`src/avcl_pkg.sv`:
```
// Shared constants, codes and types for the variable-record cache lookup block.
// Used by the interfaces, the slot cells, the controller and the top level.
package avcl_pkg;

  localparam int CACHE_SLOTS = 128;
  localparam int REF_BITS    = 16;
  localparam int IDX_W       = (CACHE_SLOTS > 1) ? $clog2(CACHE_SLOTS) : 1;
  localparam int AGE_W       = 31;
  localparam int SLOT_W      = 7;
  localparam int LOCK_W      = 4;
  localparam int STATUS_W    = 2;

  typedef enum logic [STATUS_W-1:0] {
    ST_HIT      = 2'd0,
    ST_MISS     = 2'd1,
    ST_NOVICTIM = 2'd2,
    ST_LOCK     = 2'd3
  } status_t;

  localparam logic REQ_LOOKUP = 1'b0;
  localparam logic REQ_LOCK   = 1'b1;

  typedef logic [IDX_W-1:0]    idx_t;
  typedef logic [REF_BITS-1:0] ref_t;
  typedef logic [AGE_W-1:0]    age_t;
  typedef logic [LOCK_W-1:0]   lock_t;

  // Token that walks the cell row, one cell per cycle.
  typedef struct packed {
    logic active;
    logic hit;
    idx_t hit_idx;
    logic found;
    idx_t best_idx;
    age_t best_age;
    ref_t best_tag;
  } sweep_t;

  // Write broadcast from the controller to all cells.
  typedef struct packed {
    logic  tag_we;
    logic  lock_we;
    idx_t  idx;
    ref_t  tag;
    age_t  age;
    lock_t lock;
  } wr_t;

endpackage

```
`src/avcl_cell.sv`:
```
// One cache slot: tag, load age and lock count, plus one stage of the search row.
// Depends on avcl_pkg.
module avcl_cell (
  input  logic             clk,
  input  logic             rst,
  input  avcl_pkg::idx_t   cell_idx,
  input  avcl_pkg::ref_t   lookup_ref,
  input  avcl_pkg::wr_t    wr,
  input  avcl_pkg::sweep_t sweep_in,
  output avcl_pkg::sweep_t sweep_out
);

  avcl_pkg::ref_t   tag;
  avcl_pkg::age_t   age;
  avcl_pkg::lock_t  lock;
  avcl_pkg::sweep_t sweep_next;
  logic             match;
  logic             eligible;

  assign match    = (tag == lookup_ref);
  assign eligible = (tag == '0) || (lock == '0);

  always_comb begin
    sweep_next = sweep_in;
    if (sweep_in.active) begin
      if (match && !sweep_in.hit) begin
        sweep_next.hit     = 1'b1;
        sweep_next.hit_idx = cell_idx;
      end
      // strict less keeps the lowest index on a tie
      if (eligible && (!sweep_in.found || (age < sweep_in.best_age))) begin
        sweep_next.found    = 1'b1;
        sweep_next.best_idx = cell_idx;
        sweep_next.best_age = age;
        sweep_next.best_tag = tag;
      end
    end
  end

  always_ff @(posedge clk) begin
    if (rst) begin
      tag       <= '0;
      age       <= '0;
      lock      <= '0;
      sweep_out <= '0;
    end else begin
      sweep_out <= sweep_next;
      if (wr.tag_we && (wr.idx == cell_idx)) begin
        tag <= wr.tag;
        age <= wr.age;
      end
      if (wr.lock_we && (wr.idx == cell_idx)) begin
        lock <= wr.lock;
      end
    end
  end

endmodule

```
`config.mk`:
```
export PLATFORM = sky130hd
export DESIGN_NAME = avcl_cell
export DESIGN_NICKNAME = d
export VERILOG_FILES = /design/src/avcl_pkg.sv /design/src/avcl_cell.sv
export SDC_FILE = /design/constraint.sdc
export NUM_CORES = 1
export LEC_CHECK = 0
export ABC_AREA = 1
export BUFFER_PORTS_ARGS = -buffer_cell sky130_fd_sc_hd__buf_2
export CELL_PAD_IN_SITES_DETAIL_PLACEMENT = 2
export CELL_PAD_IN_SITES_GLOBAL_PLACEMENT = 2
export CORE_MARGIN = 2
export CORE_UTILIZATION = 28
export DETAILED_ROUTE_END_ITERATION = 10
export PLACE_DENSITY_LB_ADDON = 0.05
export SLEW_MARGIN = 20
export SYNTH_ARGS = -nofsm -noshare
export SYNTH_HDL_FRONTEND = slang
export SYNTH_SLANG_ARGS = --single-unit
```
`constraint.sdc`:
```
create_clock -name clk -period 7.1 [get_ports clk]
set_clock_uncertainty 0.15 [all_clocks]
set_input_delay 2.13 -clock clk [delete_from_list [all_inputs] [get_ports clk]]
set_output_delay 2.13 -clock clk [all_outputs]
set_load 0.02 [all_outputs]
```
==> results.py, run 1 <==
metrics = {
    "sta": {
        "max_freq_mhz": 220.4,
        "rsz0062_at_grt": "no",
        "period_minus_slack_ns": 4.538,
        "finalMaxSlewViolations": 0,
        "setup_ws_ns": 2.562,
        "worst_pin_slew_ns": 0.8243,
        "setup_violations": 0,
        "final_hold_viol_count": 0,
        "fin_crit_sh_pct": 63.91,
        "fin_setup_tns_ns": 0,
        "relSlewSlack_pct": 45.05,
    },
    "cts": {
        "clock_sinks": 115,
        "clk_latency_ns": 0.41,
        "cts_hold_buf": 0,
        "cts_root_buf": "clkbuf_16",
        "cts_setup_buffers": 0,
        "h-tree-depth": 4,
        "clockBufferDepth": 2,
        "cts_tree": "built",
        "cts_resized": 0,
        "path_clk_slew_ns": 0.06,
        "cts_buffers": 17,
    },
    "setup_path": {
        "r2r_cells": 14,
        "r2r-start": "age[26]$_SDFFE_PP0P_",
        "start_kind": "primary input",
        "rrSetupSlack_ns": 4.13,
        "startpoint": "sweep_in[42]",
        "crit_fanout": 72,
        "cp.arrival_ns": 4.69,
        "required_ns": 7.25,
        "end_kind": "flop",
        "regToRegEndpoint": "sweep_out[20]$_SDFF_PP0_",
        "critPathKind": "in2reg",
    },
    "min_path": {
        "min_from": "lock[1]$_SDFFE_PP0P_",
        "hold_class": "reg2reg",
        "holdPathStages": 2,
        "hold_path_end": "lock[1]$_SDFFE_PP0P_",
    },
    "layout": {
        "seq_area_um2": 2302,
        "drive_gt1_share_pct": 25.33,
        "final_core_util_pct": 38.38,
        "layout.nets": 1161,
        "multi_input_area_um2": 2615,
        "final.fill_count": 2371,
        "area_delta_synth_final_pct": 34.73,
        "final_cells": 1262,
    },
    "yosys": {
        "synth_cell_types": 22,
        "yosysSeqAreaShare_pct": 41.66,
        "synthCells": 791,
        "syn_avg_cell_area_um2": 6.987,
        "syn_nets": 970,
        "ys_seq_elements": 115,
        "yosys_warnings": 0,
        "synth_area_um2": 5527,
    },
    "power": {
        "power_density_nw_per_um2": 240.4,
        "p_leak_nw": 3.921,
        "vdd_drop_max_uv": 154.3,
    },
    "floorplanning": {
        "ioPinCount": 213,
        "initial_core_util_pct": 28.49,
        "dieArea_um2": 20880,
        "dieWidth_um": 144.5,
        "fp.dieH_um": 144.5,
        "coreArea_um2": 19400,
        "rows": 51,
    },
    "placed_design": {
        "pre_cts_slack_ns": 2.068,
        "globalplace.congestion": 0.7129,
        "place_inst": 1227,
        "portBuffers": 212,
        "post-dp-hpwl_um": 13800,
    },
    "outcome": {
        "run_status": "complete, no violations",
    },
    "detailed_routing": {
        "via_per_inst": 4.632,
        "via_count": 5845,
        "antenna_left": 0,
        "drc_errors": 0,
        "firstDrtPassIters": 4,
        "drtIter0Drc": 150,
        "wl_per_cell_um": 15.40,
        "routed_wirelength_um": 19430,
    },
    "grt": {
        "grt_overflow": 0,
        "grt_pass1_wl_um": 30760,
        "antenna_found_initial": 5,
        "grt_max_degree": 83,
        "grt_use_total_pct": 19.02,
        "grt_pass1_vias": 6024,
    },
    "flow_run": {
        "drv_cap": 0,
    },
}
-- cell usage in the layout (no fill, tap or decap), drive strengths merged, types with 4 or more instances in the layout --
| cell type | instances |
|---|---|
| buf | 217 |
| nand2 | 137 |
| inv | 116 |
| dfxtp | 115 |
| a21oi | 114 |
| nor2 | 89 |
| nand3 | 62 |
| o21ai | 55 |
| ha | 30 |
| clkbuf | 23 |
| xor2 | 10 |
| nand4 | 5 |
| nor3 | 4 |
| clkinv | 4 |
-- synthesized netlist by cell type --
cell type,count,area share (%)
a21oi_1,113,10
a21oi_4,1,0.29
and3_1,1,0.11
buf_1,7,0.48
buf_2,12,1.1
buf_4,2,0.27
clkbuf_1,24,1.6
dfxtp_1,115,42
ha_1,30,6.8
inv_1,116,7.9
nand2_1,136,9.2
nand2_2,1,0.11
nand3_1,62,5.6
nand4_1,5,0.57
nor2_1,89,6.0
nor3_1,4,0.36
nor4_1,2,0.23
o211ai_1,1,0.14
o21ai_0,55,5.0
o22ai_1,2,0.23
xnor2_1,3,0.48
xor2_1,10,1.6
-- metal layers --
layer / part of all wire [%] / GRT usage (%)
met5: 0.19 / 0
met4: 0.89 / 4.752
met3: 8.1 / 7.417
met2: 48 / 32.13
met1: 43 / 22.66
-- power by group --
part	internal, mW	switching, mW	total, mW
clock network	0.596	0.314	0.910
logic	0.0818	0.123	0.204
registers	0.669	0.00647	0.676
total	1.35	0.443	1.79
-- flip-flops by register name, indices dropped and copies added (netlist names) --
register   cells
tag           16
sweep_out     64
lock           4
age           31
-- kinds of logic (layout without fill, tap and decap cells) --
| family | after synthesis | in the layout | synth area share (%) |
|---|---|---|---|
| buf+inv | 161 | 365 | 11.34 |
| fa+ha+maj | 30 | 30 | 6.792 |
| other cells | 0 | 2 | 0 |
| simple gates | 300 | 300 | 22.28 |
| flops | 115 | 115 | 41.66 |
| xor+xnor | 13 | 13 | 2.060 |
| compound gates | 172 | 172 | 15.87 |
-- final cells by class --
| class | instances | share of cell area, % |
|---|---|---|
| inverter | 116 | 5.881 |
| tap | 265 | 4.453 |
| clock buffer | 23 | 6.688 |
| clock inverter | 9 | 1.680 |
| sequential | 115 | 30.92 |
| timing repair buffer | 217 | 15.19 |
| antenna | 2 | 0.06722 |
| multi-input combinational | 515 | 35.12 |
-- worst max path at each step --
stage	cells past startpoint	end	slack, ns
finish	16	sweep_out[20]$_SDFF_PP0_	2.56
global route	16	sweep_out[28]$_SDFF_PP0_	2.26
CTS	16	sweep_out[20]$_SDFF_PP0_	2.48
detailed placement	16	sweep_out[27]$_SDFF_PP0_	2.07
global placement	16	sweep_out[25]$_SDFF_PP0_	2.12
floorplan	15	sweep_out[26]$_SDFF_PP0_	3.29
-- per-stage QoR --
stage	power, mW	instance area (um^2)	hold WS, ns
after floorplan	0.8006	5527	0.2793
after global placement	0.8918	6789	0.2980
after CTS	1.817	7412	0.3149
after global routing	1.877	7443	0.3498
final	1.790	7446	0.3155
after detailed placement	0.8949	6789	0.3069
-- worst max-delay path, cell delays in order --
cell and delay, ns:
buf_2 0.10, inv_1 0.04, ha_1 0.30, nand2_1 0.10, nor2_1 0.06, nand2_1 0.12, nor2_1 0.06, nand2_1 0.05
nand2_1 0.05, nor2_1 0.16, nand2_1 0.11, nand2_4 0.60, buf_4 0.50, nand3_1 0.12, nand2_1 0.09, nor2_1 0.06
No activity file was read; power rests on OpenSTA's default activity.
==> run 2, diff against run 1 <==
Settings changed: CORE_UTILIZATION 28 to 23.
Clock period 7.1 ns to 3.9 ns, I/O delays scaled along.
==> results.py, run 2 (synthesized netlist as in run 1, its figures left out) <==
metrics = {
    "outcome": {
        "run_status": "complete, no violations",
    },
    "sta": {
        "setup_ws_ns": 0.8621,
        "worst_pin_slew_ns": 0.9508,
        "whs_ns": 0.3092,
        "period_minus_slack_ns": 3.038,
        "max_freq_mhz": 329.2,
        "fin_crit_sh_pct": 77.90,
        "rsz0062_at_grt": "no",
        "finalMaxSlewViolations": 0,
        "relSlewSlack_pct": 36.61,
        "setup_violations": 0,
        "final_hold_viol_count": 0,
        "fin_setup_tns_ns": 0,
    },
    "detailed_routing": {
        "antenna_left": 0,
        "via_per_inst": 4.355,
        "wl_per_cell_um": 15.21,
        "routed_wirelength_um": 20130,
        "drc_errors": 0,
        "firstDrtPassIters": 5,
        "met3_length_um": 1617,
        "met1_length_um": 8863,
        "via_count": 5766,
        "drtIter0Drc": 130,
        "dr_wl_met2_um": 9433,
        "highest_layer": "met5",
    },
    "layout": {
        "final_core_util_pct": 32.14,
        "design_area_um2": 7567,
        "mostFrequentLayoutCell": "buf_2",
        "regMostFlops": "sweep_out",
        "layout.nets": 1168,
        "layout_common_cells": "buf_2 (212), nand2_1 (136), inv_1 (115), dfxtp_1 (115), a21oi_1 (113)",
        "final.fill_count": 2906,
        "final_cells": 1324,
        "seq_area_um2": 2302,
        "largest_reg_flops": 64,
        "reg_top3": "sweep_out: 64 flops, age: 31 flops, tag: 16 flops",
        "area_delta_synth_final_pct": 36.93,
        "drive_gt1_share_pct": 25.67,
        "multi_input_area_um2": 2615,
    },
    "placed_design": {
        "portBuffers": 212,
        "place_area_um2": 6917,
        "place_inst": 1289,
        "pre_cts_slack_ns": 0.3648,
        "globalplace.congestion": 0.7366,
        "post-dp-hpwl_um": 14990,
    },
    "floorplanning": {
        "dieWidth_um": 159.0,
        "rows": 56,
        "fp.dieH_um": 159.0,
        "dieArea_um2": 25280,
        "coreArea_um2": 23540,
        "ioPinCount": 213,
        "initial_core_util_pct": 23.47,
    },
    "flow_run": {
        "drv_cap": 0,
    },
    "min_path": {
        "hold_class": "reg2reg",
    },
    "setup_path": {
        "path_cells": "buf_2 > inv_1 > ha_1 > nand2_1 > inv_1 > a21oi_1 > nand2_1 > nand2_1 > nand2_1 > nand2_1 > nand2_1 > nand2_4 > buf_4 > nand3_1 > nand2_1 > nor2_1",
        "crit_buf_inv": 4,
        "cpMostUsedCell": "nand2_1",
        "start_kind": "primary input",
        "end_kind": "flop",
        "max_stage_delay_ns": 0.32,
        "critPathKind": "in2reg",
        "required_ns": 4.06,
        "cp_slowest_cell": "nand2_4",
        "crit_fanout": 32,
        "cp.arrival_ns": 3.19,
        "crit_family": "simple AND/OR/NAND/NOR gates",
    },
    "cts": {
        "cts_hold_buf": 0,
        "clockBufferDepth": 2,
        "clk_latency_ns": 0.41,
        "cts_tree": "built",
        "cts_resized": 0,
        "clock_sinks": 115,
        "path_clk_slew_ns": 0.06,
        "h-tree-depth": 4,
        "cts_setup_buffers": 0,
        "cts_buffers": 17,
        "cts_root_buf": "clkbuf_16",
    },
    "grt": {
        "grt_overflow": 0,
        "grt_use_total_pct": 16.38,
        "antenna_found_initial": 7,
        "grt_max_degree": 95,
        "grt_pass1_wl_um": 32950,
        "grt_pass1_vias": 6273,
    },
    "power": {
        "power_density_nw_per_um2": 440.7,
        "vdd_drop_max_uv": 157.4,
        "p_leak_nw": 3.950,
        "totalPowerFinal_mw": 3.335,
    },
}
[run 2: final cells by class]
type	count	share of cell area [%]
multi-input combinational	515	34.56
sequential	115	30.42
timing repair buffer	224	15.38
clock buffer	21	6.085
inverter	116	5.771
tap	319	5.274
clock inverter	10	2.381
antenna	4	0.1323
[run 2: worst register-to-register path, stage by stage (launching register included)]
cell	delay, ns
dfxtp_1	0.31
ha_1	0.29
nand2_1	0.10
inv_1	0.04
a21oi_1	0.16
nand2_1	0.08
nand2_1	0.06
nand2_1	0.09
nand2_1	0.07
nand2_1	0.08
nand2_4	0.32
buf_4	0.33
nand3_1	0.13
nand2_1	0.10
nor2_1	0.04
[run 2: metal layers]
| layer | vias up | global-route usage (%) |
|---|---|---|
| met5 | - | 0 |
| met4 | 8 | 3.967 |
| met3 | 23 | 6.825 |
| met2 | 136 | 27.49 |
| met1 | 2676 | 19.45 |
| li1 | 2923 | - |
[run 2: power by group]
part | leakage [nW] | switching (mW) | total (mW) | internal, mW
clock network | 0.309 | 0.571 | 1.73 | 1.16
registers | 0.942 | 0.0113 | 1.23 | 1.22
logic | 2.70 | 0.226 | 0.373 | 0.147
total | 3.95 | 0.809 | 3.33 | 2.53
[run 2: final timing paths]
check,from,depth (start not counted),endpoint,slack [ns]
max,sweep_in[22],16,sweep_out[0]$_SDFF_PP0_,0.86
max reg2reg,age[6]$_SDFFE_PP0P_,14,sweep_out[0]$_SDFF_PP0_,1.45
min,lock[3]$_SDFFE_PP0P_,2,lock[3]$_SDFFE_PP0P_,0.31
min reg2reg,lock[3]$_SDFFE_PP0P_,2,lock[3]$_SDFFE_PP0P_,0.31
