--- config.mk ---
export PLATFORM = sky130hd
export DESIGN_NAME = avcl_ctrl_flat
export DESIGN_NICKNAME = d
export VERILOG_FILES = /design/src/avcl_pkg.sv /design/src/avcl_if.sv /design/src/avcl_ctrl.sv /design/src/flat_wrapper.sv
export SDC_FILE = /design/constraint.sdc
export NUM_CORES = 1
export LEC_CHECK = 0
export ABC_AREA = 1
export BUFFER_PORTS_ARGS = -buffer_cell sky130_fd_sc_hd__buf_2
export CAP_MARGIN = 20
export CORE_MARGIN = 4
export CORE_UTILIZATION = 45
export CTS_BUF_LIST = sky130_fd_sc_hd__clkbuf_16
export DETAILED_ROUTE_END_ITERATION = 16
export PLACE_DENSITY = 0.92
export RECOVER_POWER = 100
export SETUP_SLACK_MARGIN = 0.4
export SYNTH_ARGS = -nofsm -noshare
export SYNTH_HDL_FRONTEND = slang
export SYNTH_SLANG_ARGS = --single-unit
--- constraint.sdc ---
create_clock -name clk -period 1.67 [get_ports clk]
set_clock_uncertainty 0.1 [all_clocks]
set_input_delay 0.2505 -clock clk [delete_from_list [all_inputs] [get_ports clk]]
set_output_delay 0.2505 -clock clk [all_outputs]
set_load 0.005 [all_outputs]
--- src/avcl_pkg.sv ---
// Shared constants, codes and types for the variable-record cache lookup block.
// Used by the interfaces, the slot cells, the controller and the top level.
package avcl_pkg;

  localparam int CACHE_SLOTS = 128;
  localparam int REF_BITS    = 16;
  localparam int IDX_W       = (CACHE_SLOTS > 1) ? $clog2(CACHE_SLOTS) : 1;
  localparam int AGE_W       = 31;
  localparam int SLOT_W      = 7;
  localparam int LOCK_W      = 4;
  localparam int STATUS_W    = 2;

  typedef enum logic [STATUS_W-1:0] {
    ST_HIT      = 2'd0,
    ST_MISS     = 2'd1,
    ST_NOVICTIM = 2'd2,
    ST_LOCK     = 2'd3
  } status_t;

  localparam logic REQ_LOOKUP = 1'b0;
  localparam logic REQ_LOCK   = 1'b1;

  typedef logic [IDX_W-1:0]    idx_t;
  typedef logic [REF_BITS-1:0] ref_t;
  typedef logic [AGE_W-1:0]    age_t;
  typedef logic [LOCK_W-1:0]   lock_t;

  // Token that walks the cell row, one cell per cycle.
  typedef struct packed {
    logic active;
    logic hit;
    idx_t hit_idx;
    logic found;
    idx_t best_idx;
    age_t best_age;
    ref_t best_tag;
  } sweep_t;

  // Write broadcast from the controller to all cells.
  typedef struct packed {
    logic  tag_we;
    logic  lock_we;
    idx_t  idx;
    ref_t  tag;
    age_t  age;
    lock_t lock;
  } wr_t;

endpackage

--- src/avcl_if.sv ---
// Handshake interfaces for lookup requests and results.
// Depends on avcl_pkg for field widths.
interface avcl_req_if;
  logic                      valid;
  logic                      ready;
  logic                      req_type;
  logic [avcl_pkg::REF_BITS-1:0] ref_req;
  logic [avcl_pkg::SLOT_W-1:0]   slot_sel;
  logic [avcl_pkg::LOCK_W-1:0]   lock_value;

  modport source (output valid, req_type, ref_req, slot_sel, lock_value, input ready);
  modport sink   (input valid, req_type, ref_req, slot_sel, lock_value, output ready);
endinterface

interface avcl_rsp_if;
  logic                          valid;
  logic                          ready;
  logic [avcl_pkg::STATUS_W-1:0] status;
  logic [avcl_pkg::SLOT_W-1:0]   slot;
  logic                          writeback_valid;
  logic [avcl_pkg::REF_BITS-1:0] writeback_ref;

  modport source (output valid, status, slot, writeback_valid, writeback_ref, input ready);
  modport sink   (input valid, status, slot, writeback_valid, writeback_ref, output ready);
endinterface

--- src/avcl_ctrl.sv ---
// Request decode, sweep launch, victim install, age counter and result register.
// Depends on avcl_pkg and the avcl_req_if / avcl_rsp_if interfaces.
module avcl_ctrl (
  input  logic             clk,
  input  logic             rst,
  avcl_req_if.sink         req,
  avcl_rsp_if.source       rsp,
  output avcl_pkg::sweep_t tok_start,
  input  avcl_pkg::sweep_t tok_end,
  output avcl_pkg::wr_t    wr,
  output avcl_pkg::ref_t   lookup_ref
);

  typedef enum logic [1:0] {
    S_IDLE  = 2'b01,
    S_SWEEP = 2'b10
  } state_t;

  state_t                    state;
  state_t                    state_next;
  avcl_pkg::age_t            age_counter;
  avcl_pkg::age_t            age_inc;
  avcl_pkg::sweep_t          tok_start_next;
  logic                      accept;
  logic                      lock_in_range;

  logic                      out_valid;
  avcl_pkg::status_t         out_status;
  logic [avcl_pkg::SLOT_W-1:0] out_slot;
  logic                      out_wbv;
  avcl_pkg::ref_t            out_wbr;

  assign req.ready     = (state == S_IDLE) && (!out_valid || rsp.ready);
  assign accept        = req.valid && req.ready;
  assign age_inc       = age_counter + 1'b1;
  assign lock_in_range = (32'(req.slot_sel) < avcl_pkg::CACHE_SLOTS);

  assign rsp.valid           = out_valid;
  assign rsp.status          = out_status;
  assign rsp.slot            = out_slot;
  assign rsp.writeback_valid = out_wbv;
  assign rsp.writeback_ref   = out_wbr;

  always_comb begin
    tok_start_next        = '0;
    tok_start_next.active = accept && (req.req_type == avcl_pkg::REQ_LOOKUP) &&
                            (req.ref_req != '0);
  end

  always_comb begin
    wr         = '0;
    wr.lock_we = accept && (req.req_type == avcl_pkg::REQ_LOCK) && lock_in_range;
    wr.lock    = req.lock_value;
    wr.idx     = avcl_pkg::IDX_W'(req.slot_sel);
    wr.tag     = lookup_ref;
    wr.age     = age_inc;
    if (tok_end.active && !tok_end.hit && tok_end.found) begin
      wr.tag_we = 1'b1;
      wr.idx    = tok_end.best_idx;
    end
  end

  always_comb begin
    state_next = state;
    unique case (state)
      S_IDLE:  if (tok_start_next.active) state_next = S_SWEEP;
      S_SWEEP: if (tok_end.active) state_next = S_IDLE;
      default: state_next = S_IDLE;
    endcase
  end

  always_ff @(posedge clk) begin
    if (rst) begin
      state       <= S_IDLE;
      age_counter <= '0;
      tok_start   <= '0;
      out_valid   <= 1'b0;
    end else begin
      state     <= state_next;
      tok_start <= tok_start_next;
      if ((accept && !tok_start_next.active) || tok_end.active) out_valid <= 1'b1;
      else if (rsp.ready) out_valid <= 1'b0;
      if (wr.tag_we) age_counter <= age_inc;
    end
  end

  // Payload registers: hold the lookup reference and the result fields.
  always_ff @(posedge clk) begin
    if (accept) begin
      lookup_ref <= req.ref_req;
      out_wbv    <= 1'b0;
      out_wbr    <= '0;
      if (req.req_type == avcl_pkg::REQ_LOCK) begin
        out_status <= avcl_pkg::ST_LOCK;
        out_slot   <= req.slot_sel;
      end else begin
        out_status <= avcl_pkg::ST_NOVICTIM;
        out_slot   <= '0;
      end
    end else if (tok_end.active) begin
      if (tok_end.hit) begin
        out_status <= avcl_pkg::ST_HIT;
        out_slot   <= avcl_pkg::SLOT_W'(tok_end.hit_idx);
        out_wbv    <= 1'b0;
        out_wbr    <= '0;
      end else if (tok_end.found) begin
        out_status <= avcl_pkg::ST_MISS;
        out_slot   <= avcl_pkg::SLOT_W'(tok_end.best_idx);
        out_wbv    <= (tok_end.best_tag != '0);
        out_wbr    <= tok_end.best_tag;
      end else begin
        out_status <= avcl_pkg::ST_NOVICTIM;
        out_slot   <= '0;
        out_wbv    <= 1'b0;
        out_wbr    <= '0;
      end
    end
  end

  a_end_in_sweep: assert property (@(posedge clk) disable iff (rst)
    tok_end.active |-> (state == S_SWEEP))
    else $error("sweep token left the row outside a sweep");

  a_single_launch: assert property (@(posedge clk) disable iff (rst)
    tok_start.active |=> !tok_start.active)
    else $error("sweep launched twice in a row");

  a_result_source: assert property (@(posedge clk) disable iff (rst)
    $rose(out_valid) |-> ($past(accept) || $past(tok_end.active)))
    else $error("result appeared without a request or a finished sweep");

  a_no_overwrite: assert property (@(posedge clk) disable iff (rst)
    tok_end.active |-> !out_valid)
    else $error("sweep finished while a result was still pending");

endmodule

--- src/flat_wrapper.sv ---
// flat-port wrapper written by rule: the top's interface ports become plain ports
module avcl_ctrl_flat 
  (clk, rst, tok_start, tok_end, wr, lookup_ref, req_valid, req_req_type, req_ref_req, req_slot_sel, req_lock_value, req_ready, rsp_valid, rsp_status, rsp_slot, rsp_writeback_valid, rsp_writeback_ref, rsp_ready);
  avcl_req_if req_i ();
  avcl_rsp_if rsp_i ();
  input  logic clk;
  input  logic rst;
  output avcl_pkg::sweep_t tok_start;
  input  avcl_pkg::sweep_t tok_end;
  output avcl_pkg::wr_t wr;
  output avcl_pkg::ref_t lookup_ref;
  input wire logic [$bits(req_i.valid)-1:0] req_valid;
  input wire logic [$bits(req_i.req_type)-1:0] req_req_type;
  input wire logic [$bits(req_i.ref_req)-1:0] req_ref_req;
  input wire logic [$bits(req_i.slot_sel)-1:0] req_slot_sel;
  input wire logic [$bits(req_i.lock_value)-1:0] req_lock_value;
  output wire logic [$bits(req_i.ready)-1:0] req_ready;
  output wire logic [$bits(rsp_i.valid)-1:0] rsp_valid;
  output wire logic [$bits(rsp_i.status)-1:0] rsp_status;
  output wire logic [$bits(rsp_i.slot)-1:0] rsp_slot;
  output wire logic [$bits(rsp_i.writeback_valid)-1:0] rsp_writeback_valid;
  output wire logic [$bits(rsp_i.writeback_ref)-1:0] rsp_writeback_ref;
  input wire logic [$bits(rsp_i.ready)-1:0] rsp_ready;
  assign req_i.valid = req_valid;
  assign req_i.req_type = req_req_type;
  assign req_i.ref_req = req_ref_req;
  assign req_i.slot_sel = req_slot_sel;
  assign req_i.lock_value = req_lock_value;
  assign req_ready = req_i.ready;
  assign rsp_valid = rsp_i.valid;
  assign rsp_status = rsp_i.status;
  assign rsp_slot = rsp_i.slot;
  assign rsp_writeback_valid = rsp_i.writeback_valid;
  assign rsp_writeback_ref = rsp_i.writeback_ref;
  assign rsp_i.ready = rsp_ready;
  avcl_ctrl u_core (.clk(clk), .rst(rst), .req(req_i), .rsp(rsp_i), .tok_start(tok_start), .tok_end(tok_end), .wr(wr), .lookup_ref(lookup_ref));
endmodule
==> results.tsv, run 1 <==
metric	value	unit
synthesis.area	4602	um2
cts.sinks	77	
yosys-top-cells-count	nand2_1 (148), inv_1 (99), buf_4 (84)	
ir_worst_vdd	0.6068	mV
max_freq	468.7	MHz
final_cells	1007	
violations	setup timing	
finalSetupTns	-14790	ps
yosys.cell_count.top_type	nand2_1	
ioPinCount	264	
postSynth.asyncResetShare	0	%
hold_viol_final	0	
crit_path_max_incr_delay	360	ps
p_leak	3.311	nW
drt_first_pass_iters	6	
maxCapViolCount	0	
crit_type	reg -> out	
worstPathCellList	nand2_1 > nor2_2 > nand2_4 > nor2_4 > nand2_1 > nand2_2 > nand2_1 > buf_2	
fin_nets	966	
antenna_cells	0	
portBuffers	161	
path_buf_inv	1	
root_buffer	clkbuf_16	
grt_pass1_vias	4849	
slew_violations	0	
grt_max_degree	33	
layout-area-overhead-vs-synth	51.31	%
period_minus_slack	2134	ps
maxSlewHeadroom	54.54	%
multi_input_comb_area	2540	um2
switching_power	1.478	mW
drc	0	
synth_cell_types	28	
setup_violations	73	
rsz0062_at_grt	yes	
yosys.area.top_type	dfxtp_1	
die-area	11910	um2
netlist_top_cells_area	dfxtp_1 (23%), edfxtp_1 (16%), buf_4 (14%), nand2_1 (12%), inv_1 (8.1%)	
combPwrFrac	18.5	%
drive_above_1_share	40.96	%
fin_crit_sh	127.8	%
wl_per_cell	16.60	um
ys_warn_count	0	
die_w	109.1	um
fillers	717	
stdcell_area	6963	um2
dp_hpwl	9948	um
hold_path.class	in -> reg	
worstPathArrival	1780	ps
start_util	46.65	%
start_kind	flop	
postSynthAreaPerCell	7.146	um2
gp_congestion	0.9393	
dr_total_vias	5135	
path_max_fanout	7	
cp_slowest_cell	dfxtp_2	
grt_usage	25.82	%
cts_buffers	9	
seqPwrFrac	41.8	%
clkTransAtPathRegs	70	ps
p_clk_share	39.8	%
grt-ovfl-total	0	
post-route-util	70.59	%
drt_iter0_drc	421	
ant_nets	0	
worst_pin_slew	681.9	ps
p_sw_share	28.71	%
ys_seq_area_share	38.93	%
synth_edf_count	25	
synth_seq_cells	77	
worst_slack	-463.6	ps
syn_inst	644	
intPower	3.670	mW
rows	36	
critical_path.top_delay_family	simple AND/OR/NAND/NOR gates	
antenna_found_initial	0	
clk_latency	340	ps
placed_cells	914	
ys.flop_type	dfxtp_1	
die_h	109.1	um
routed_wl	16720	um
cp.required	1320	ps
grt_pass1_wl	23780	um
critPathMostFrequentCell	nand2_1	
power.density	739.2	nW/um2
status	finished with violations	
htree_levels	3	
ff_latch_area	1847	um2
cts_tree	done	
clk_path_buf_depth	2	
routed_via_density	5.099	
place_area	5391	um2
end_kind	primary output	
core_region_area	9864	um2
synth_top_area_share	22.62	%
==> routing by layer <==
| layer | vias to the layer above | track usage (%) | part of all wire (%) |
|---|---|---|---|
| li1 | 2331 | - | - |
| met1 | 2387 | 29.34 | 35 |
| met2 | 346 | 46.10 | 51 |
| met3 | 71 | 7.342 | 9.8 |
| met4 | 0 | 8.927 | 3.7 |
| met5 | - | 0 | 0 |
==> layout by cell type, fill, tap and decap left out, drive strengths merged <==
cell type / count
a21oi: 31
a22oi: 16
buf: 172
bufinv: 1
clkbuf: 71
clkinv: 2
clkinvlp: 4
conb: 63
dfxtp: 52
dlygate4sd3: 14
edfxtp: 25
ha: 1
inv: 104
nand2: 153
nand3: 42
nand3b: 2
nand4: 3
nor2: 68
nor3: 1
nor4: 2
o211ai: 7
o21a: 1
o21ai: 32
xor2: 7
==> worst paths after layout <==
| kind | cells past startpoint | slack, ps | startpoint | end |
|---|---|---|---|---|
| worst max-delay path | 8 | -460 | u_core.age_counter[6]$_SDFFE_PP0P_ | wr[24] |
| worst min-delay path | 3 | 20 | tok_end[2] | u_core.rsp.writeback_ref[2]$_SDFFE_PN0P_ |
| worst max register to register | 14 | -370 | u_core.age_counter[6]$_SDFFE_PP0P_ | u_core.age_counter[20]$_SDFFE_PP0P_ |
| worst min register to register | 2 | 360 | u_core.rsp.writeback_valid$_SDFFE_PN0P_ | u_core.rsp.writeback_valid$_SDFFE_PN0P_ |
==> area by class of cell <==
class / count / area share [%]
multi-input cells: 429 / 36.48
flip-flops and latches: 77 / 26.52
repair buffers: 248 / 23.92
inverters: 103 / 6.199
clock buffers: 9 / 3.235
well taps: 133 / 2.390
clock inverters: 7 / 1.150
repair inverters: 1 / 0.1078
==> sequential cells by signal (all words and copies together) (netlist names) <==
signal / count
u_core.age_counter: 31
u_core.lookup_ref: 16
u_core.rsp.slot: 7
u_core.rsp.status: 2
u_core.rsp.valid: 1
u_core.rsp.writeback_ref: 16
u_core.rsp.writeback_valid: 1
u_core.state: 2
u_core.tok_start: 1
==> kinds of logic after synthesis <==
family                   share of synthesized area (%)
AO/OA/AOI/OAI                                    10.77
adder cells (fa/ha/maj)                         0.2718
buffers and inverters                            23.76
AND/OR/NAND/NOR                                  24.85
other                                          0.08149
XOR/XNOR                                         1.332
flip-flops                                       38.93
==> what timing repair did <==
action,in CTS,in global routing
setup buffers,43,15
hold buffers,12,2
pin swaps,44,36
gates cloned,5,0
resized for setup,144,73
endpoints found under the hold margin,12,2
endpoints found under the setup margin,134,145
==> power groups by stage <==
stage | logic [mW] | clock network [mW] | registers (mW)
2_1_floorplan | 0.485 | 0 | 2.17
3_3_place_gp | 0.649 | 0 | 2.17
3_5_place_dp | 0.666 | 0 | 2.18
4_1_cts | 0.911 | 2.07 | 2.14
5_1_grt | 1.03 | 2.17 | 2.16
6_report | 0.950 | 2.05 | 2.15
==> tightest hold or removal path, cell delays in order <==
cell and delay [ps]:
buf_2 100, a22oi_2 40, inv_1 40
==> metrics by stage <==
stage / worst slack [ps] / power [mW] / hold slack [ps]
3_5_place_dp: -22.24 / 2.843 / 340.8
2_1_floorplan: 221.0 / 2.655 / 247.0
5_1_grt: -542.4 / 5.355 / 25.03
3_3_place_gp: 16.82 / 2.820 / 336.8
4_1_cts: -337.9 / 5.120 / 2.099
6_report: -463.6 / 5.147 / 22.05
(Power assumes the default switching activity.)
==> run 2: changes to the inputs <==
Settings changed: CORE_UTILIZATION 45 to 40, PLACE_DENSITY 0.92 to 0.87.
Clock period 1.67 ns to 1.77 ns, I/O delays scaled along.
==> run 2 against run 1 <==
Compared with the run above: the flow still finishes with violations (setup timing); combinational power down 19%; sequential cell count unchanged; total power down 12%; via count down 9.8%; sequential share of layout area up 1.9 points; first-iteration DRC count down 28%; die area up 12%; worst setup slack better by 150 ps; clock power down 15%; largest power group unchanged.
==> results.tsv, run 2 (synthesis gave the netlist of run 1 again) <==
metric	value	unit	change
worstPathArrival	1710	ps	-70 ps
root_buffer	clkbuf_16		
path_buf_inv	4		+3
status	finished with violations		
worstPathCellList	ha_4 > inv_4 > nor2_4 > nand2_4 > buf_4 > buf_6 > o21ai_2 > nand2_2 > buf_2		
combPwrFrac	17.0	%	-1.5 points
largest_reg_flops	31		unchanged
path_max_fanout	5		-2
crit_type	reg -> out		
wl_per_cell	14.39	um	-13%
grt_pass1_wl	19130	um	-20%
drive_above_1_share	44.30	%	+3.3 points
p_clk_share	38.5	%	-1.3 points
grt_usage	17.98	%	-7.8 points
rows	38		+5.6%
crit_path_max_incr_delay	370	ps	about the same
htree_levels	3		unchanged
start_kind	flop		
dp_hpwl	9344	um	-6.1%
cp_slowest_cell	dfxtp_4		
clk_latency	330	ps	about the same
cp.required	1400	ps	+80 ps
power	4.525	mW	-12%
stdcell_area	6600	um2	-5.2%
core_region_area	11030	um2	+12%
power.density	685.6	nW/um2	-7.3%
hold_viol_final	0		unchanged
maxCapViolCount	0		unchanged
most-common-layout-cells	buf_2 (117), nand2_1 (101), inv_1 (93), conb_1 (63), clkbuf_1 (42)		
place_area	5291	um2	-1.9%
fin_crit_sh	117.5	%	
hold_path.class	in -> reg		
grt_max_degree	45		+36%
critical_path.top_delay_family	buffers and inverters		
clkTransAtPathRegs	60	ps	about the same
cts_buffers	9		unchanged
die_h	115.3	um	+5.6%
hold_start	req_ref_req[15]		
routed_wl	14000	um	-16%
antenna_found_initial	0		unchanged
switching_power	1.237	mW	-16%
ant_nets	0		unchanged
drc	0		unchanged
drt_iter0_drc	304		-28%
hold_end	u_core.lookup_ref[15]$_DFFE_PN_		
slew_violations	0		unchanged
r2r_slack	-40	ps	+330 ps
place_ws	71.13	ps	+93.37 ps
clk_path_buf_depth	2		unchanged
setup_violations	93		+27%
ioPinCount	264		unchanged
die-area	13280	um2	+12%
worst_pin_slew	913.4	ps	+231.5 ps
regMostFlops	u_core.age_counter		
cts.sinks	77		unchanged
p_leak	3.171	nW	-4.2%
grt-ovfl-total	0		unchanged
reg2reg_to	u_core.rsp.writeback_ref[14]$_SDFFE_PN0P_		
gp_congestion	0.9377		-0.17%
start_util	41.72	%	-4.9 points
hold_path_depth	1		-2
fin_nets	925		-4.2%
rsz0062_at_grt	yes		
reg2reg_depth	7		-7
max_freq	480.7	MHz	
end_kind	primary output		
drt_first_pass_iters	7		+1
grt_pass1_vias	4047		-17%
violations	setup timing		
maxSlewHeadroom	39.11	%	-15 points
intPower	3.288	mW	-10%
seqPwrFrac	44.5	%	+2.7 points
layout-area-overhead-vs-synth	43.42	%	
reg2reg_from	u_core.rsp.valid$_SDFFE_PP0P_		
final_common_cell	buf_2		
ir_worst_vdd	0.4624	mV	-24%
period_minus_slack	2080	ps	
cts_hold_buffers	0		-12
antenna_cells	0		unchanged
portBuffers	161		unchanged
dr_total_vias	4631		-9.8%
cts_tree	done		
routed_via_density	4.760		-6.7%
die_w	115.3	um	+5.6%
worst_slack	-310.5	ps	+153.1 ps
p_sw_share	27.33	%	-1.4 points
## run 2: metal layers
layer	part of all wire (%)	vias to the layer above	wire, um	global-route usage [%]
met5	0	-	0	0
met4	2.2	0	306	5.712
met2	54	201	7556	32.14
met3	7.5	24	1049	4.316
li1	-	2251	-	-
met1	36	2155	5088	21.16
## run 2: how the worst max path moves through the flow
| stage | start | to | slack, ps | cells past startpoint |
|---|---|---|---|---|
| 6_report | u_core.age_counter[1]$_SDFFE_PP0P_ | wr[16] | -310 | 9 |
| 5_1_grt | u_core.age_counter[0]$_SDFFE_PP0P_ | wr[26] | -400 | 9 |
| 4_1_cts | u_core.age_counter[1]$_SDFFE_PP0P_ | wr[32] | -250 | 9 |
| 3_5_place_dp | u_core.age_counter[1]$_SDFFE_PP0P_ | wr[32] | 70 | 9 |
| 3_3_place_gp | u_core.age_counter[1]$_SDFFE_PP0P_ | wr[32] | 80 | 9 |
| 2_1_floorplan | u_core.age_counter[1]$_SDFFE_PP0P_ | wr[22] | 300 | 7 |
## run 2: repair_timing
item | CTS | global route
setup buffers | 17 | 20
cloned | 2 | 0
pin swaps | 31 | 52
resized for setup | 116 | 151
setup endpoints to repair | 115 | 119
## run 2: per-stage QoR
stage | instances | setup TNS, ps | util [%] | hold WS, ps
floorplan | 706 | 0 | - | 262.0
global placement | 918 | 0 | 47.97 | 332.9
detailed placement | 918 | 0 | 47.97 | 347.7
CTS | 953 | -4024 | 55.22 | 6.378
global route | 973 | -20070 | 59.83 | 17.97
finish | 973 | -8693 | 59.83 | 24.39
## run 2: cell type report
cell class | instances | area (um2)
multi-input combinational | 428 | 2619
clock buffer | 10 | 250.2
clock inverter | 6 | 28.78
tap | 140 | 175.2
sequential | 77 | 1874
fill | 978 | 4431
timing repair buffer | 209 | 1242
inverter | 103 | 410.4
## run 2: power by group through the flow
stage	registers, mW	logic, mW	clock network (mW)
after floorplan	2.04	0.442	0
after global placement	2.04	0.594	0
after detailed placement	2.04	0.605	0
after CTS	2.02	0.727	1.78
after global routing	2.03	0.847	1.85
final	2.01	0.769	1.74
## run 2: worst register-to-register path: cells and delay by family (launching register included)
family	cells	cell delay, ps
compound gates	1	130
buf+inv	3	680
flops	1	370
simple gates	3	470
==> run 3: changes to the inputs <==
Settings changed: CORE_MARGIN 4 to 1.5, RECOVER_POWER 100 to unset.
==> run 3 against run 2 <==
Compared with the run above: the flow still finishes with violations (setup timing); critical path depth stayed put; utilization is 0.29 points higher; count of clock-buffer cells in the layout unchanged; via count rose by 0.56%; global-route usage up 2.1 points; critical endpoint is now wr[24]; largest cell class unchanged; highest routed layer unchanged.
==> results.tsv, run 3 (synthesis gave the netlist of run 1 again) <==
metric	value	unit	change
hold_path_depth	1		unchanged
dr_total_vias	4657		+0.56%
layout-area-overhead-vs-synth	44.13	%	
r2r_slack	60	ps	+100 ps
power.density	733.3	nW/um2	+7.0%
antenna_found_initial	0		unchanged
grt_pass1_wl	18890	um	-1.3%
ir_worst_vdd	0.8576	mV	+85%
hold_start	req_ref_req[12]		
die_h	110.3	um	-4.3%
finalSetupTns	-5006	ps	+3687 ps
final_common_cell	buf_2		
worst_slack	-335.3	ps	-24.86 ps
routed_wl	13650	um	-2.5%
drt_iter0_drc	326		+7.2%
max_freq	475.0	MHz	-1.2%
gp_congestion	0.9061		-3.4%
reg2reg_depth	11		+4
antenna_cells	0		unchanged
htree_levels	3		unchanged
maxCapViolCount	0		unchanged
reg2reg_to	u_core.age_counter[10]$_SDFFE_PP0P_		
worstPathCellList	ha_4 > inv_4 > nor2_4 > nand2_4 > nor2_4 > nand2_1 > nand2_1 > nand2_1 > buf_2		
reg2reg_from	u_core.age_counter[1]$_SDFFE_PP0P_		
worstPathArrival	1740	ps	+30 ps
period_minus_slack	2105	ps	+24.86 ps
stdcell_area	6633	um2	+0.49%
slew_violations	0		unchanged
critPathMostFrequentCell	nand2_1		
core_region_area	11030	um2	unchanged
end_kind	primary output		
fin_nets	924		-0.11%
regMostFlops	u_core.age_counter		
wl_per_cell	14.04	um	-2.4%
path_max_fanout	7		+2
p_leak	3.345	nW	+5.5%
drc	0		unchanged
status	finished with violations		
hold_viol_final	0		unchanged
drt_first_pass_iters	5		-2
crit_type	reg -> out		
hold_end	u_core.lookup_ref[12]$_DFFE_PN_		
root_buffer	clkbuf_16		
violations	setup timing		
place_area	5324	um2	+0.61%
fillers	942		-3.7%
clkTransAtPathRegs	60	ps	about the same
dp_hpwl	8783	um	-6.0%
rows	38		unchanged
cp_slowest_cell	dfxtp_4		
holdWs	19.96	ps	-4.435 ps
grt_max_degree	45		unchanged
start_util	41.72	%	unchanged
cp.required	1400	ps	about the same
die_w	110.3	um	-4.3%
rsz0062_at_grt	yes		
most-common-layout-cells	buf_2 (158), nand2_1 (115), inv_1 (94), conb_1 (63), nor2_1 (34)		
setup_violations	26		-72%
ff_latch_area	1882	um2	+0.40%
ioPinCount	264		unchanged
start_kind	flop		
grt_pass1_vias	4105		+1.4%
clk_path_buf_depth	2		unchanged
grt-ovfl-total	0		unchanged
die-area	12160	um2	-8.5%
crit_path_max_incr_delay	360	ps	about the same
cts_buffers	9		unchanged
clk_latency	330	ps	about the same
grt_usage	20.10	%	+2.1 points
hold_path.class	in -> reg		
cts.sinks	77		unchanged
ant_nets	0		unchanged
cts_tree	done		
fin_crit_sh	118.9	%	+1.4 points
portBuffers	161		unchanged
final_cells	972		-0.10%
routed_via_density	4.791		+0.66%
multi_input_comb_area	2510	um2	-4.2%
largest_reg_flops	31		unchanged
placed_cells	919		+0.11%
cts_hold_buffers	0		unchanged
drive_above_1_share	45.55	%	+1.3 points
-- run 3: stage by stage --
stage                     worst slack (ps)  util, %  power, mW
after floorplan                      304.9        -      2.486
after global placement               63.23    48.26      2.636
after CTS                           -277.7    55.83      4.838
after detailed placement             52.59    48.26      2.651
after global routing                -445.0    60.13      5.085
final                               -335.3    60.13      4.864
-- run 3: repair_timing --
item                                    in CTS  in global routing
cloned                                       1                  3
hold endpoints to repair                     0                  0
buffers inserted                            19                 14
gates resized for setup                    107                106
pin swaps                                   45                 46
endpoints found under the setup margin     110                119
-- run 3: metal layers --
layer / up-vias / global-route usage (%) / part of all wire [%]
li1: 2252 / - / -
met1: 2140 / 22.68 / 38
met2: 226 / 36.20 / 52
met3: 39 / 6.055 / 7.5
met4: 0 / 6.227 / 2.7
met5: - / 0 / 0
-- run 3: worst max-delay path by stage --
stage	from	to	slack [ps]
after floorplan	u_core.age_counter[1]$_SDFFE_PP0P_	wr[22]	300
after global placement	u_core.age_counter[1]$_SDFFE_PP0P_	wr[24]	60
after detailed placement	u_core.age_counter[1]$_SDFFE_PP0P_	wr[24]	50
after CTS	u_core.age_counter[0]$_SDFFE_PP0P_	wr[24]	-280
after global routing	u_core.age_counter[1]$_SDFFE_PP0P_	wr[16]	-440
final	u_core.age_counter[1]$_SDFFE_PP0P_	wr[24]	-340
-- run 3: report_power, final --
part           switching (mW)  leakage (nW)  internal, mW
registers              0.0812         0.689          1.93
logic                   0.434          2.49         0.354
clock network           0.748         0.164          1.32
total                    1.26          3.35          3.60
-- run 3: worst max-delay path, delay by kind of cell, from the launching register on --
kind	cells	cell delay (ps)
simple gates	6	720
flops	1	360
fa+ha+maj	1	150
buf+inv	2	170
-- run 3: cell type report --
cell class	count	area share, %
inverters	103	6.357
flip-flops and latches	77	28.37
well taps	140	2.641
clock buffers	10	3.773
multi-input cells	428	37.84
clock inverters	6	1.264
repair buffers	206	19.34
repair inverters	2	0.4150
